## config.mk

```make
export PLATFORM = sky130hd
export DESIGN_NAME = swm_ctrl
export DESIGN_NICKNAME = d
export VERILOG_FILES = /design/src/hdl/swm_pkg.sv /design/src/hdl/swm_ctrl.sv
export SDC_FILE = /design/constraint.sdc
export NUM_CORES = 1
export LEC_CHECK = 0
export ABC_AREA = 1
export CAP_MARGIN = 20
export CORE_AREA = 4 4 41 43
export CTS_CLUSTER_SIZE = 28
export DETAILED_ROUTE_END_ITERATION = 16
export DIE_AREA = 0 0 45 47
export DONT_BUFFER_PORTS = 1
export GPL_ROUTABILITY_DRIVEN = 1
export PLACE_DENSITY = 0.55
export SLEW_MARGIN = 10
export SYNTH_ARGS = -nofsm -noshare
export SYNTH_HDL_FRONTEND = slang
export SYNTH_SLANG_ARGS = --single-unit
```

## constraint.sdc

```tcl
create_clock -name aclk -period 1.2 [get_ports aclk]
set_input_delay 0.12 -clock aclk [delete_from_list [all_inputs] [get_ports aclk]]
set_output_delay 0.12 -clock aclk [all_outputs]
set_load 0.005 [all_outputs]
```

## src/hdl/swm_pkg.sv

```systemverilog
package swm_pkg;

    localparam int WINDOW_MAX   = 64;
    localparam int SAMPLE_BITS  = 16;
    localparam int CFG_BITS     = 7;
    localparam int IDX_BITS     = $clog2(WINDOW_MAX);
    localparam int CNT_BITS     = $clog2(WINDOW_MAX + 1);
    localparam int S_TDATA_BITS = ((SAMPLE_BITS + 7) / 8) * 8;
    localparam int M_TDATA_BITS = ((SAMPLE_BITS + 1 + 7) / 8) * 8;
    localparam int WIN_RESET    = 3;

    typedef logic signed [SAMPLE_BITS-1:0] sample_t;
    typedef logic signed [SAMPLE_BITS:0]   twice_t;
    typedef logic [CNT_BITS-1:0]           cnt_t;
    typedef logic [IDX_BITS-1:0]           idx_t;

    typedef enum logic [6:0] {
        ST_IDLE   = 7'b0000001,
        ST_LOAD   = 7'b0000010,
        ST_REMOVE = 7'b0000100,
        ST_INSERT = 7'b0001000,
        ST_MED_LO = 7'b0010000,
        ST_MED_HI = 7'b0100000,
        ST_EMIT   = 7'b1000000
    } state_t;

    typedef struct packed {
        logic capture;
        logic cfg_write;
        logic load;
        logic remove;
        logic insert;
        logic med_lo;
        logic med_hi;
        logic emit;
    } cmd_t;

    typedef struct packed {
        logic full;
        logic last;
        logic out_busy;
    } stat_t;

    function automatic cnt_t win_eff(input logic [CFG_BITS-1:0] value);
        cnt_t res;
        if (value == '0) begin
            res = cnt_t'(1);
        end else if (int'(value) > WINDOW_MAX) begin
            res = cnt_t'(WINDOW_MAX);
        end else begin
            res = cnt_t'(value);
        end
        return res;
    endfunction

endpackage

```

## src/hdl/swm_ctrl.sv

```systemverilog
module swm_ctrl (
    input  logic           aclk,
    input  logic           aresetn,
    input  logic           s_tvalid,
    output logic           s_tready,
    input  logic           cfg_valid,
    output logic           cfg_ready,
    input  swm_pkg::stat_t stat,
    output swm_pkg::cmd_t  cmd
);

    swm_pkg::state_t state_reg;
    swm_pkg::state_t state_next;

    always_ff @(posedge aclk) begin
        if (!aresetn) begin
            state_reg <= swm_pkg::ST_IDLE;
        end else begin
            state_reg <= state_next;
        end
    end

    always_comb begin
        state_next = state_reg;
        cmd        = '0;
        s_tready   = 1'b0;
        cfg_ready  = 1'b0;
        case (state_reg)
            swm_pkg::ST_IDLE: begin
                s_tready      = 1'b1;
                cfg_ready     = 1'b1;
                cmd.capture   = s_tvalid;
                cmd.cfg_write = cfg_valid;
                if (s_tvalid) begin
                    state_next = swm_pkg::ST_LOAD;
                end
            end
            swm_pkg::ST_LOAD: begin
                cmd.load = 1'b1;
                if (stat.full) begin
                    state_next = swm_pkg::ST_REMOVE;
                end else if (stat.last) begin
                    state_next = swm_pkg::ST_MED_LO;
                end else begin
                    state_next = swm_pkg::ST_IDLE;
                end
            end
            swm_pkg::ST_REMOVE: begin
                cmd.remove = 1'b1;
                state_next = swm_pkg::ST_INSERT;
            end
            swm_pkg::ST_INSERT: begin
                cmd.insert = 1'b1;
                state_next = swm_pkg::ST_MED_LO;
            end
            swm_pkg::ST_MED_LO: begin
                cmd.med_lo = 1'b1;
                state_next = swm_pkg::ST_MED_HI;
            end
            swm_pkg::ST_MED_HI: begin
                cmd.med_hi = 1'b1;
                state_next = swm_pkg::ST_EMIT;
            end
            swm_pkg::ST_EMIT: begin
                if (!stat.out_busy) begin
                    cmd.emit   = 1'b1;
                    state_next = swm_pkg::ST_IDLE;
                end
            end
            default: begin
                state_next = swm_pkg::ST_IDLE;
            end
        endcase
    end

endmodule

```

==> reports/results.ini, run 1 <==
[clocking]
numCtsBuffers=3
clk_pin_slew_worst_paths_ns=0.06
htreeDepth=1
cts_tree=yes
clock_sink_count=7
clock_latency_ns=0.26
clockBufferDepth=2
root_buffer=clkbuf_4

[detailed_routing]
dr.pass1.iters=4
first_iter_violations=7
top_layer=met4
met3_length_um=82
wire_per_inst_um=11.41
m1WireLength_um=505
viasPerCell=4.526
wl_mm=1.107
antenna_left=0
drc=0
met2_length_um=510
vias=439

[power]
p_comb_share_pct=38.5
seq_power_share_pct=33.4
irDropWorstVdd_v=0.0007305
total_leakage_power_nw=0.2842
power_frac_clock_pct=28.1
p_int_mw=0.5114
swShare_pct=36.79
power_density_mw_per_mm2=1251
switchingPower_mw=0.2976

[timing]
rsz0062_at_grt=true
max_slew_margin_pct=86.59
fmax_ghz=0.7676
drv_slew=0
hold_violations=0
fin_crit_sh_pct=108.6
holdWs_ns=0.01183
worstMarginPinSlew_ns=0.1993
finalClockSkew_ns=0.005948
setup_ws_ns=-0.1027
setup_viol=8
post-route-min-period_ns=1.303

[placement]
globalplace.congestion=0.6981
io_buffers=0
preCtsSetupSlack_ns=0.06428
place.detailed.hpwl_um=743.9

[synth]
synth_edf_count=0
avgSynthCellArea_um2=6.546
yosysMostFrequentCell=nor2_1
syn_nets=76
synth_common_cells=14 x nor2_1, 12 x nand2_1, 11 x inv_1, 7 x dfxtp_1, 5 x nor2_4
synth_area_leaders=dfxtp_1 31%, nor2_4 12%, nor2_1 12%
yosysTopAreaCell=dfxtp_1
synth_top_area_share_pct=31.02
synth_top_flop_cell=dfxtp_1
synth-seq-area-share_pct=31.02
yosys.cell_types.count=14
ys_ff_latch=7
syn-cell-area_um2=451.7
yosysWarnings=0
async_flop_share_pct=0
syn_inst=69

[grt]
gr-usage-all-layers_pct=12.28
overflow=0
grt_antenna_before_repair=0
grt_max_degree=7
grt_pass1_wl_mm=1.794
grt_pass1_vias=434

[critical_path]
worstSetupEndpointType=primary output
cp.required_ns=1.08
critical_path.top_delay_family=simple AND/OR/NAND/NOR gates
cpMostUsedCell=nor2_4
crit_path_cell_trace=nor2_4 > nand2_4 > nor2_4 > inv_2 > nor2_2
cp.arrival_ns=1.18
critical_path_class=reg2out
cp_max_fo=6
worst-path-buf-inv=1
slowest_delay_ns=0.34
worstSetupStartpointType=flop
cp_slowest_cell=dfxtp_2

[layout]
fillers=142
syn2layout_area_growth_pct=43.21
drive_gt1_share_pct=53.66
largest_reg_flops=7
diodes=0
nets=90

[die]
start_util_pct=34.71
rows=13
io_pins=17
core_mm2=0.001301
die_h_um=47
dieArea_mm2=0.002115
die_w_um=45

[outcome]
status=finished with violations
violations=negative setup slack

[job]
max_cap_viol_count=0

[min_path]
hold_class=in2reg

## worst paths after layout
path / startpoint / end / slack, ns / cells past startpoint
worst max register to register: state_reg[6] / state_reg[0] / -0.04 / 9
worst max-delay path: state_reg[6] / cmd[6] / -0.10 / 5
worst min-delay path: stat[1] / state_reg[4] / 0.01 / 2
worst min register to register: state_reg[2] / state_reg[3] / 0.54 / 2
## power by group through the flow
stage | sequential [mW] | clock [mW] | combinational (mW)
2_1_floorplan | 0.265 | 0 | 0.171
3_3_place_gp | 0.266 | 0 | 0.199
3_5_place_dp | 0.267 | 0 | 0.200
4_1_cts | 0.263 | 0.233 | 0.243
5_1_grt | 0.272 | 0.246 | 0.340
6_report | 0.270 | 0.227 | 0.312
## layout by cell type, fill, tap and decap left out
cell / netlist / layout
nor2_1: 14 / 10
nand2_1: 12 / 10
inv_1: 11 / 9
nor2_4: 5 / 9
buf_4: 1 / 7
dfxtp_2: 0 / 6
nand2_4: 1 / 4
nor2_2: 4 / 4
inv_2: 2 / 4
nand3_1: 4 / 3
clkbuf_4: 0 / 3
nand2_2: 3 / 2
nor3_2: 0 / 2
buf_6: 0 / 2
nand3_2: 0 / 1
a21oi_1: 1 / 1
nor3_1: 3 / 1
nor4_1: 1 / 1
clkbuf_1: 0 / 1
dlygate4sd3_1: 0 / 1
dfxtp_1: 7 / 1
## per-stage QoR
| stage | power (mW) | std cells | setup TNS, ns | instance area (µm²) | utilization, % |
|---|---|---|---|---|---|
| finish | 0.8089 | 97 | -0.4502 | 646.9 | 49.71 |
| global route | 0.8580 | 97 | -1.101 | 646.9 | 49.71 |
| CTS | 0.7396 | 94 | -0.3771 | 569.3 | 43.75 |
| detailed placement | 0.4670 | 88 | 0 | 500.5 | 38.46 |
| global placement | 0.4650 | 88 | 0 | 500.5 | 38.46 |
| floorplan | 0.4361 | 69 | 0 | 451.7 | - |
## cell families (layout without fill, tap and decap cells)
| group | Yosys count | in the layout | share of synthesized area [%] |
|---|---|---|---|
| flops | 7 | 7 | 31.02 |
| compound gates | 1 | 1 | 1.107 |
| simple gates | 47 | 47 | 55.40 |
| buf+inv | 14 | 27 | 12.47 |
## metal layers
| layer | vias up | global-route usage (%) |
|---|---|---|
| met3 | 2 | 4.598 |
| met5 | - | 0 |
| met1 | 190 | 15.14 |
| li1 | 235 | - |
| met4 | 0 | 7.018 |
| met2 | 12 | 18.36 |
## final cells by class
cell class	instances	area (µm²)	share of cell area (%)
tap	15	18.77	2.901
timing repair buffer	10	85.08	13.15
sequential	7	147.6	22.82
multi-input combinational	48	320.3	49.52
clock buffer	4	26.28	4.062
inverter	13	48.80	7.544
## timing repair
action                                  CTS  global route
setup buffers                             2             2
endpoints found under the setup margin    9            12
pin swaps                                 4             5
gates resized for setup                  10            16
endpoints found under the hold margin     0             2
cloned                                    0             0
hold buffers                              0             1
(Power assumes the default switching activity.)
==> inputs of run 2 (changes only) <==
--- a/config.mk
+++ b/config.mk
@@ -7,13 +7,15 @@
 export LEC_CHECK = 0
 export ABC_AREA = 1
 export CAP_MARGIN = 20
-export CORE_AREA = 4 4 41 43
+export CORE_AREA = 5 5 42 44
 export CTS_CLUSTER_SIZE = 28
 export DETAILED_ROUTE_END_ITERATION = 16
-export DIE_AREA = 0 0 45 47
+export DIE_AREA = 0 0 47 49
 export DONT_BUFFER_PORTS = 1
 export GPL_ROUTABILITY_DRIVEN = 1
 export PLACE_DENSITY = 0.55
+export RECOVER_POWER = 50
+export SETUP_SLACK_MARGIN = 0.4
 export SLEW_MARGIN = 10
 export SYNTH_ARGS = -nofsm -noshare
 export SYNTH_HDL_FRONTEND = slang
==> run 2 against run 1 <==
Compared with the run above:
- the run still ends with negative setup slack left
- sequential power about the same
- die area up 8.9%
- fmax up 4.3%
- total power down 7.4%
- critical path type unchanged
- combinational power down 17%
- clock skew down 0.0059 ns
- sequential cell count unchanged
==> reports/results.ini, run 2 (synthesis results as in run 1) <==
[placement]
preCtsSetupSlack_ns=0.09284  ; +0.02856 ns
place.detailed.hpwl_um=789.3  ; +6.1%
placed_cells=89  ; +1.1%
globalplace.congestion=0.6862  ; -1.7%
io_buffers=0  ; unchanged

[critical_path]
crit_path_cell_trace=nor2_4 > nand2_4 > nor2_4 > inv_2 > nor2_2
r2r_setup_slack_ns=0  ; +0.04 ns
slowest_delay_ns=0.34  ; about the same
cp.arrival_ns=1.13  ; -0.05 ns
ff2ff_path_depth=9  ; unchanged
cp_slowest_cell=dfxtp_2
worstSetupEndpointType=primary output
critical_path_class=reg2out
cp.required_ns=1.08  ; about the same
cpMostUsedCell=nor2_4
cp_max_fo=5  ; -1
r2r_end=state_reg[0]
rr_startpoint=state_reg[6]
worstSetupStartpointType=flop

[clocking]
clock_latency_ns=0.25  ; about the same
clk_pin_slew_worst_paths_ns=0.05  ; about the same
cts_tree=yes
htreeDepth=1  ; unchanged
root_buffer=clkbuf_4
numCtsBuffers=3  ; unchanged
clockBufferDepth=2  ; unchanged
clock_sink_count=7  ; unchanged

[power]
p_comb_share_pct=34.6  ; -3.9 points
p_int_mw=0.4865  ; -4.9%
power_density_mw_per_mm2=1229  ; -1.7%
power_frac_clock_pct=29.2  ; +1.1 points
switchingPower_mw=0.2623  ; -12%
swShare_pct=35.02  ; -1.8 points
irDropWorstVdd_v=0.0006190  ; -15%
finalPower_mw=0.7488  ; -7.4%
total_leakage_power_nw=0.2741  ; -3.6%
seq_power_share_pct=36.3  ; +2.9 points

[timing]
max_slew_margin_pct=87.68  ; +1.1 points
fin_crit_sh_pct=104.1  ; -4.5 points
drv_slew=0  ; unchanged
setup_viol=9  ; +1
worstMarginPinSlew_ns=0.1841  ; -0.01518 ns
setup_ws_ns=-0.04886  ; +0.05388 ns
fmax_ghz=0.8007  ; +4.3%
finalClockSkew_ns=0.00009259  ; -0.005856 ns
hold_violations=0  ; unchanged
rsz0062_at_grt=true
fin_tns_setup_ns=-0.1849  ; +0.2653 ns
post-route-min-period_ns=1.249  ; -0.05388 ns

[layout]
seq_area_um2=148.9  ; +0.85%
syn2layout_area_growth_pct=34.90
diodes=0  ; unchanged
final_cell_mix=12 x nand2_1, 11 x nor2_1, 10 x inv_1
nets=89  ; -1.1%
fillers=144  ; +1.4%
final_common_cell=nand2_1
multiInputGateArea_um2=295.3  ; -7.8%
drive_gt1_share_pct=45.68  ; -8.0 points
final_cells=97  ; unchanged
largest_reg_flops=7  ; unchanged

[grt]
grt_max_degree=6  ; -1
grt_pass1_wl_mm=1.662  ; -7.4%
gr-usage-all-layers_pct=10.30  ; -2.0 points
grt_pass1_vias=423  ; -2.5%
overflow=0  ; unchanged
grt_antenna_before_repair=0  ; unchanged

[detailed_routing]
vias=447  ; +1.8%
antenna_left=0  ; unchanged
wl_mm=1.002  ; -9.5%
wire_per_inst_um=10.33  ; -9.5%
drc=0  ; unchanged
dr.pass1.iters=4  ; unchanged
first_iter_violations=3  ; -4
viasPerCell=4.608  ; +1.8%

[die]
start_util_pct=32.23  ; -2.5 points
core_mm2=0.001401  ; +7.7%
die_w_um=47  ; +4.4%
die_h_um=49  ; +4.3%
io_pins=17  ; unchanged
rows=14  ; +1
dieArea_mm2=0.002303  ; +8.9%

[min_path]
hold_depth=2  ; unchanged
hold_start=aresetn
hold_class=in2reg
hold_path_end=state_reg[6]

[outcome]
violations=negative setup slack
status=finished with violations

[job]
max_cap_viol_count=0  ; unchanged

[run 2: changes by cell type in the layout (fill, tap and decap cells not counted), moves of 2 or more]
| cell | before | now |
|---|---|---|
| buf_6 | 2 | 0 |
| dfxtp_2 | 6 | 4 |
| nand2_1 | 10 | 12 |
| nand2_4 | 4 | 1 |
| nor3_2 | 2 | 0 |
[run 2: what timing repair did]
action,4_1_cts,5_1_grt
hold buffers,1,0
pin swaps,5,0
endpoints found under the setup margin,17,17
endpoints found under the hold margin,1,0
setup buffers,3,0
resized for setup,3,6
[run 2: power groups by stage]
stage               sequential, mW  clock (mW)  combinational, mW
floorplan                    0.267           0              0.183
global placement             0.268           0              0.208
finish                       0.272       0.218              0.259
detailed placement           0.269           0              0.210
CTS                          0.268       0.230              0.252
global route                 0.273       0.244              0.289
[run 2: area by class of cell]
class	instances	share of cell area, %
Multi-Input combinational cell	48	48.46
Sequential cell	7	24.44
Timing Repair Buffer	9	11.50
Inverter	13	8.008
Clock buffer	4	4.312
Tap cell	16	3.285
[run 2: worst max path at each step]
stage	start	to	slack (ns)	cells past startpoint
2_1_floorplan	state_reg[3]	state_reg[0]	0.14	8
3_3_place_gp	state_reg[0]	state_reg[0]	0.09	8
3_5_place_dp	state_reg[4]	state_reg[0]	0.09	8
4_1_cts	state_reg[6]	cmd[7]	-0.06	5
5_1_grt	state_reg[0]	cmd[6]	-0.13	6
6_report	state_reg[6]	cmd[6]	-0.05	5
[run 2: metrics by stage]
stage	utilization, %	area [µm²]	hold WS, ns
after global placement	37.14	520.5	0.2566
after floorplan	-	470.5	0.2458
after global routing	43.48	609.3	0.01916
after CTS	42.23	591.8	0.006320
after detailed placement	37.14	520.5	0.2559
final	43.48	609.3	0.02256
[run 2: worst max-delay path: cells and delay by family (launching register included)]
kind	cells	cell delay (ns)
DFF	1	0.34
and+or+nand+nor	4	0.47
buffers and inverters	1	0.07
[run 2: layer usage]
layer | track usage [%] | up-vias | share of wire [%]
met3 | 2.583 | 2 | 11
met5 | 0 | - | 0
li1 | - | 232 | -
met1 | 12.14 | 193 | 41
met2 | 14.25 | 20 | 46
met4 | 9.677 | 0 | 1.9
==> inputs of run 3 (changes only) <==
==> constraint.sdc (replaced) <==
create_clock -name aclk -period 1.5 [get_ports aclk]
set_input_delay 0.15 -clock aclk [delete_from_list [all_inputs] [get_ports aclk]]
set_output_delay 0.15 -clock aclk [all_outputs]
set_load 0.005 [all_outputs]
==> run 3 against run 2 <==
Compared with the run above:
- setup slack improved by 0.20 ns
- clock skew increased by 0.0025 ns
- combinational power decreased by 23%
- utilization increased by 0.62 points
- the flow now finishes without violations
- sequential cell count unchanged
- count of clock-buffer cells in the layout unchanged
- non-clock buffer count decreased by 3
- critical path type unchanged
- register-to-register slack improved by 0.18 ns
==> reports/results.ini, run 3 (synthesis results as in run 1) <==
[outcome]
status=finished, final reports clean

[min_path]
hold_class=in2reg

[detailed_routing]
antenna_left=0  ; unchanged
dr.pass1.iters=3  ; -1
viasPerCell=4.521  ; -1.9%
wire_per_inst_um=11.56  ; +12%
wl_mm=1.087  ; +8.5%
first_iter_violations=11  ; +8
vias=425  ; -4.9%
drc=0  ; unchanged

[critical_path]
r2r_end=state_reg[0]
worstSetupEndpointType=primary output
crit_start=state_reg[6]
rr_startpoint=state_reg[6]
ff2ff_path_depth=10  ; +1
cp.arrival_ns=1.20  ; +0.07 ns
timing.critical_path.to=cmd[4]
cp.required_ns=1.35  ; +0.27 ns
r2r_setup_slack_ns=0.18  ; +0.18 ns
worstSetupStartpointType=flop
critical_path_class=reg2out
cp_max_fo=3  ; -2

[clocking]
ctsHoldBuffers=0  ; -1
numCtsBuffers=3  ; unchanged
cts_tree=yes
clockBufferDepth=2  ; unchanged
htreeDepth=1  ; unchanged
clock_sink_count=7  ; unchanged
clk_pin_slew_worst_paths_ns=0.06  ; about the same
root_buffer=clkbuf_4
clock_latency_ns=0.26  ; about the same

[timing]
drv_slew=0  ; unchanged
fin_tns_setup_ns=0  ; +0.1849 ns
post-route-min-period_ns=1.350
setup_ws_ns=0.1496  ; +0.1984 ns
fmax_ghz=0.7405
setup_viol=0  ; -9
max_slew_margin_pct=80.95  ; -6.7 points
hold_violations=0  ; unchanged
rsz0062_at_grt=true
worstMarginPinSlew_ns=0.2854  ; +0.1013 ns
finalClockSkew_ns=0.002605  ; +0.002513 ns
fin_crit_sh_pct=90.03

[placement]
io_buffers=0  ; unchanged
preCtsSetupSlack_ns=0.3038  ; +0.2109 ns
place.detailed.hpwl_um=748.4  ; -5.2%
placed_cells=84  ; -5.6%
globalplace.congestion=0.6907  ; +0.66%

[layout]
diodes=0  ; unchanged
final_cells=94  ; -3.1%
fillers=151  ; +4.9%
final_cell_mix=13 x nand2_1, 11 x inv_1, 9 x nor2_4
nets=86  ; -3.4%
drive_gt1_share_pct=44.87  ; -0.81 points
final_common_cell=nand2_1
syn2layout_area_growth_pct=36.84
postLayoutCoreUtil_pct=44.11  ; +0.62 points
largest_reg_flops=7  ; unchanged

[die]
dieArea_mm2=0.002303  ; unchanged
start_util_pct=32.23  ; unchanged
die_h_um=49  ; unchanged
io_pins=17  ; unchanged
die_w_um=47  ; unchanged
rows=14  ; unchanged
core_mm2=0.001401  ; unchanged

[power]
finalPower_mw=0.5932  ; -21%
power_density_mw_per_mm2=959.8  ; -22%
irDropWorstVdd_v=0.0004589  ; -26%
total_leakage_power_nw=0.2664  ; -2.8%

[grt]
grt_antenna_before_repair=0  ; unchanged
grt_pass1_wl_mm=1.787  ; +7.5%
grt_pass1_vias=435  ; +2.8%
grt_max_degree=6  ; unchanged
overflow=0  ; unchanged
gr-usage-all-layers_pct=11.50  ; +1.2 points

[job]
max_cap_viol_count=0  ; unchanged

[run 3: through the flow]
stage	hold slack, ns	cell area [µm²]
CTS	0.01518	583.1
global route	0.003236	618.1
floorplan	0.2758	451.7
finish	0.004232	618.1
detailed placement	0.2858	464.2
global placement	0.2800	464.2
[run 3: final cells by class]
class	instances	area, µm²	area share (%)
clock buffer	4	26.28	4.251
inverter	13	48.80	7.895
multi-input combinational	48	322.8	52.23
sequential	7	147.6	23.89
tap	16	20.02	3.239
timing repair buffer	6	52.55	8.502
[run 3: worst min-delay path by stage]
stage,start,slack [ns],end,cells after the start
2_1_floorplan,aresetn,0.28,state_reg[5],2
3_3_place_gp,aresetn,0.28,state_reg[5],2
3_5_place_dp,aresetn,0.29,state_reg[5],2
4_1_cts,aresetn,0.02,state_reg[5],2
5_1_grt,aresetn,0.003,state_reg[5],2
6_report,aresetn,0.004,state_reg[5],2
[run 3: layer usage]
metal / track usage [%] / wire length [µm] / share of wire (%)
met3: 6.273 / 114 / 10
met5: 0 / 0 / 0
met1: 11.95 / 462 / 43
met2: 15.38 / 490 / 45
met4: 11.06 / 19 / 1.7
[run 3: critical path: stages, from the launching register on]
cell and delay, ns:
dfxtp_1 0.34, nor2_4 0.15, nand2_4 0.08, buf_4 0.13, buf_4 0.13, nor2_4 0.11
[run 3: repair_timing]
item,4_1_cts,5_1_grt
cloned,0,0
setup buffers,4,2
setup endpoints to repair,13,16
pin swaps,6,5
gates resized for setup,17,8
[run 3: power by group]
part	internal, mW	leakage (nW)	switching (mW)
logic	0.0705	0.193	0.128
registers	0.198	0.0586	0.0127
clock network	0.102	0.0150	0.0813
total	0.371	0.266	0.222
